## config.mk

```make
export PLATFORM = sky130hd
export DESIGN_NAME = pght_ram
export DESIGN_NICKNAME = d
export VERILOG_FILES = /design/src/design/pght_ram.sv
export SDC_FILE = /design/constraint.sdc
export NUM_CORES = 1
export LEC_CHECK = 0
export BUFFER_PORTS_ARGS = -buffer_cell sky130_fd_sc_hd__buf_2
export CORE_MARGIN = 2
export CORE_UTILIZATION = 40
export CTS_CLUSTER_SIZE = 30
export DETAILED_ROUTE_END_ITERATION = 10
export GPL_TIMING_DRIVEN = 0
export PLACE_DENSITY = 0.64
export SLEW_MARGIN = 10
export SYNTH_ARGS = -nofsm -noshare
export SYNTH_HDL_FRONTEND = slang
export SYNTH_SLANG_ARGS = --single-unit
```

## constraint.sdc

```tcl
create_clock -name clock -period 2.02 [get_ports clock]
set_input_delay 0.202 -clock clock [delete_from_list [all_inputs] [get_ports clock]]
set_output_delay 0.202 -clock clock [all_outputs]
set_load 0.1 [all_outputs]
```

## src/design/pght_ram.sv

```systemverilog
// generic single write port, single read port ram with registered read
`timescale 1ns / 1ps
module pght_ram #(
   parameter int WIDTH = 8,
   parameter int DEPTH = 16
) (
   input  logic                     clock,
   input  logic                     wr_en,
   input  logic [$clog2(DEPTH)-1:0] wr_addr,
   input  logic [WIDTH-1:0]         wr_data,
   input  logic                     rd_en,
   input  logic [$clog2(DEPTH)-1:0] rd_addr,
   output logic [WIDTH-1:0]         rd_data
);

   logic [WIDTH-1:0] mem_ff [DEPTH];
   logic [WIDTH-1:0] rd_data_ff;

   always_ff @(posedge clock) begin
      if (wr_en) begin
         mem_ff[wr_addr] <= wr_data;
      end
      if (rd_en) begin
         rd_data_ff <= mem_ff[rd_addr];
      end
   end

   assign rd_data = rd_data_ff;

endmodule

```

==> impl_metrics.yaml <==
sta:
  setup_tns_ps: 0
  max_freq_ghz: 0.6624
  maxSlewHeadroom_pct: 42.86
  finClkSkew_ps: 8.043
  layout_setup_ws_ps: 510.3
  worst_slew_pin_slew_ps: 854.0
  setup_viol: 0
  whs_ps: 125.2
  drv_slew: 0
  finalCritPeriodShare_pct: 74.74
  fin_crit_ps: 1510
  rsz0062_at_grt: "no"
  hold_violations: 0
synth:
  yosys_warnings: 0
  yosysTopAreaCell: "edfxtp_1"
  synthesis.nets: 248
  yosysMostFrequentCell: "edfxtp_1"
  ys_seq_area_share_pct: 78.12
  yosysUniqueCellTypes: 18
  synth_edf_count: 136
  netlist_top_cells_area: "edfxtp_1, mux4_2, mux4_1"
  postSynthCellCount: 229
  async_flop_share_pct: 0
  synth_top_area_share_pct: 78.12
  synth_area_um2: 5228
  synth_common_cells: "edfxtp_1, mux4_2, a22oi_1"
  synthFlopType: "edfxtp_1"
  postSynthAreaPerCell_um2: 22.83
  synth_seq_cells: 136
die:
  std_cell_rows: 41
  dieHeight_um: 118.3
  io_pins: 27
  core-area_um2: 12670
  initial_core_util_pct: 41.26
  die-area_um2: 14000
  die_w_um: 118.3
place:
  place.gp.congestion: 0.7075
  post-dp-hpwl_um: 6309
  placed_area_um2: 5573
  placed_cells: 426
  dp_slack_ps: -282.9
  io_buffer_count: 25
critical_path:
  start_kind: "register"
  critical_path.endpoint_type: "register"
  cp_max_fo: 1
  arrival_ps: 1660
  crit_type: "register to register"
  crit_required_ps: 2170
routing:
  first_pass_iters: 5
  drtAntennaViolNets: 0
  routed_wl_um: 9950
  drt_iter0_drc: 122
  wire_per_inst_um: 21.72
  num_vias: 2418
  remaining_drc_errors: 0
  viasPerCell: 5.279
pwr:
  powerDensity_nw_per_um2: 1046
  p_leak_nw: 2.028
  irDropWorstVdd_uv: 735.3
clock_tree:
  cts-root-buf: "clkbuf_16"
  cts_tree: "done"
  ctsResizeCount: 0
  numCtsBuffers: 17
  post_cts_buffers: 0
  cts_buffer_depth: 2
  cts_htree_levels: 4
  cts_hold_buf: 0
  clk_pin_slew_worst_paths_ps: 50
  clkLatencyLatePin_ps: 410
  cts_sinks: 136
finish:
  nNetsFinal: 292
  fin_cells: 458
  drive_gt1_share_pct: 29.37
  design_area_um2: 6133
  num-fill-cells: 1051
  n_antenna_cell: 0
  area_growth_pct: 17.33
status:
  outcome: "complete, no violations"
run:
  cap_violations: 0
global_route:
  overflow: 0
  antenna_found_initial: 0
  grt_max_degree: 17
  track_usage_pct: 15.13
  grt_pass1_vias: 2450
  grt_pass1_wl_um: 14900
hold_path:
  hold_class: "input pin to register"
==> worst max-delay path, stage by stage, from the launching register on <==
cell and delay (ps):
edfxtp_1 380, mux4_1 510, a22oi_1 280, nand2_1 80
==> final timing paths <==
kind,cells after the start,start,endpoint,slack (ps)
min reg2reg,3,mem_ff[0][3]$_DFFE_PP_,rd_data[3]$_DFFE_PP_,770
max,3,mem_ff[8][1]$_DFFE_PP_,rd_data[1]$_DFFE_PP_,510
max reg2reg,3,mem_ff[8][1]$_DFFE_PP_,rd_data[1]$_DFFE_PP_,510
min,1,rd_en,rd_data[6]$_DFFE_PP_,130
==> metrics by stage <==
stage          utilization, %  total power, W
4_1_cts                 48.29        0.006469
2_1_floorplan               -        0.003512
6_report                48.41        0.006415
5_1_grt                 48.41        0.006622
3_3_place_gp            43.94        0.003642
3_5_place_dp            43.98        0.003655
==> cell type report <==
type                    instances  area (µm²)  share of cell area (%)
flip-flops and latches        136        4084                   66.59
multi-input cells              83        1077                   17.56
clock buffers                  20       436.7                   7.120
well taps                     172       215.2                   3.509
repair buffers                 25       125.1                   2.040
clock inverters                12       108.9                   1.775
plain buffers                  10       86.33                   1.408
==> flip-flops by register name, summed over array words and instances (netlist names) <==
register	cells
rd_data	8
mem_ff	128
==> metal layers <==
layer  GRT usage, %  vias to the layer above  share of wire, %  routed length (µm)
li1               -                     1073                 -                   -
met1          20.52                     1258                44                4366
met5              0                        -                 0                   0
met3          3.378                       13               6.6                 656
met2          23.63                       74                48                4787
met4          6.551                        0               1.4                 140
==> cell usage in the layout (no fill, tap or decap), drive strengths merged <==
master / count
a22oi: 16
and2: 1
and2b: 1
buf: 32
bufinv: 2
clkbuf: 20
clkdlybuf4s25: 3
clkinv: 9
clkinvlp: 1
edfxtp: 136
mux4: 32
nand2: 9
nand2b: 2
nand3: 1
nand3b: 2
nor2: 13
nor2b: 1
nor3: 4
or3b: 1
==> report_power, final <==
| group | internal (W) | leakage (nW) | switching (W) |
|---|---|---|---|
| Combinational | 0.000123 | 0.523 | 0.000277 |
| Clock | 0.00178 | 0.270 | 0.00104 |
| Sequential | 0.00318 | 1.24 | 0.0000130 |
==> cell families (layout without fill, tap and decap cells) <==
group | after synthesis | after routing | synth area share, %
buffers and inverters | 10 | 67 | 1.651
flip-flops | 136 | 136 | 78.12
multiplexers | 32 | 32 | 14.79
AND/OR/NAND/NOR | 35 | 35 | 3.136
AO/OA/AOI/OAI | 16 | 16 | 2.298
Power figures use the tool's default switching activity.
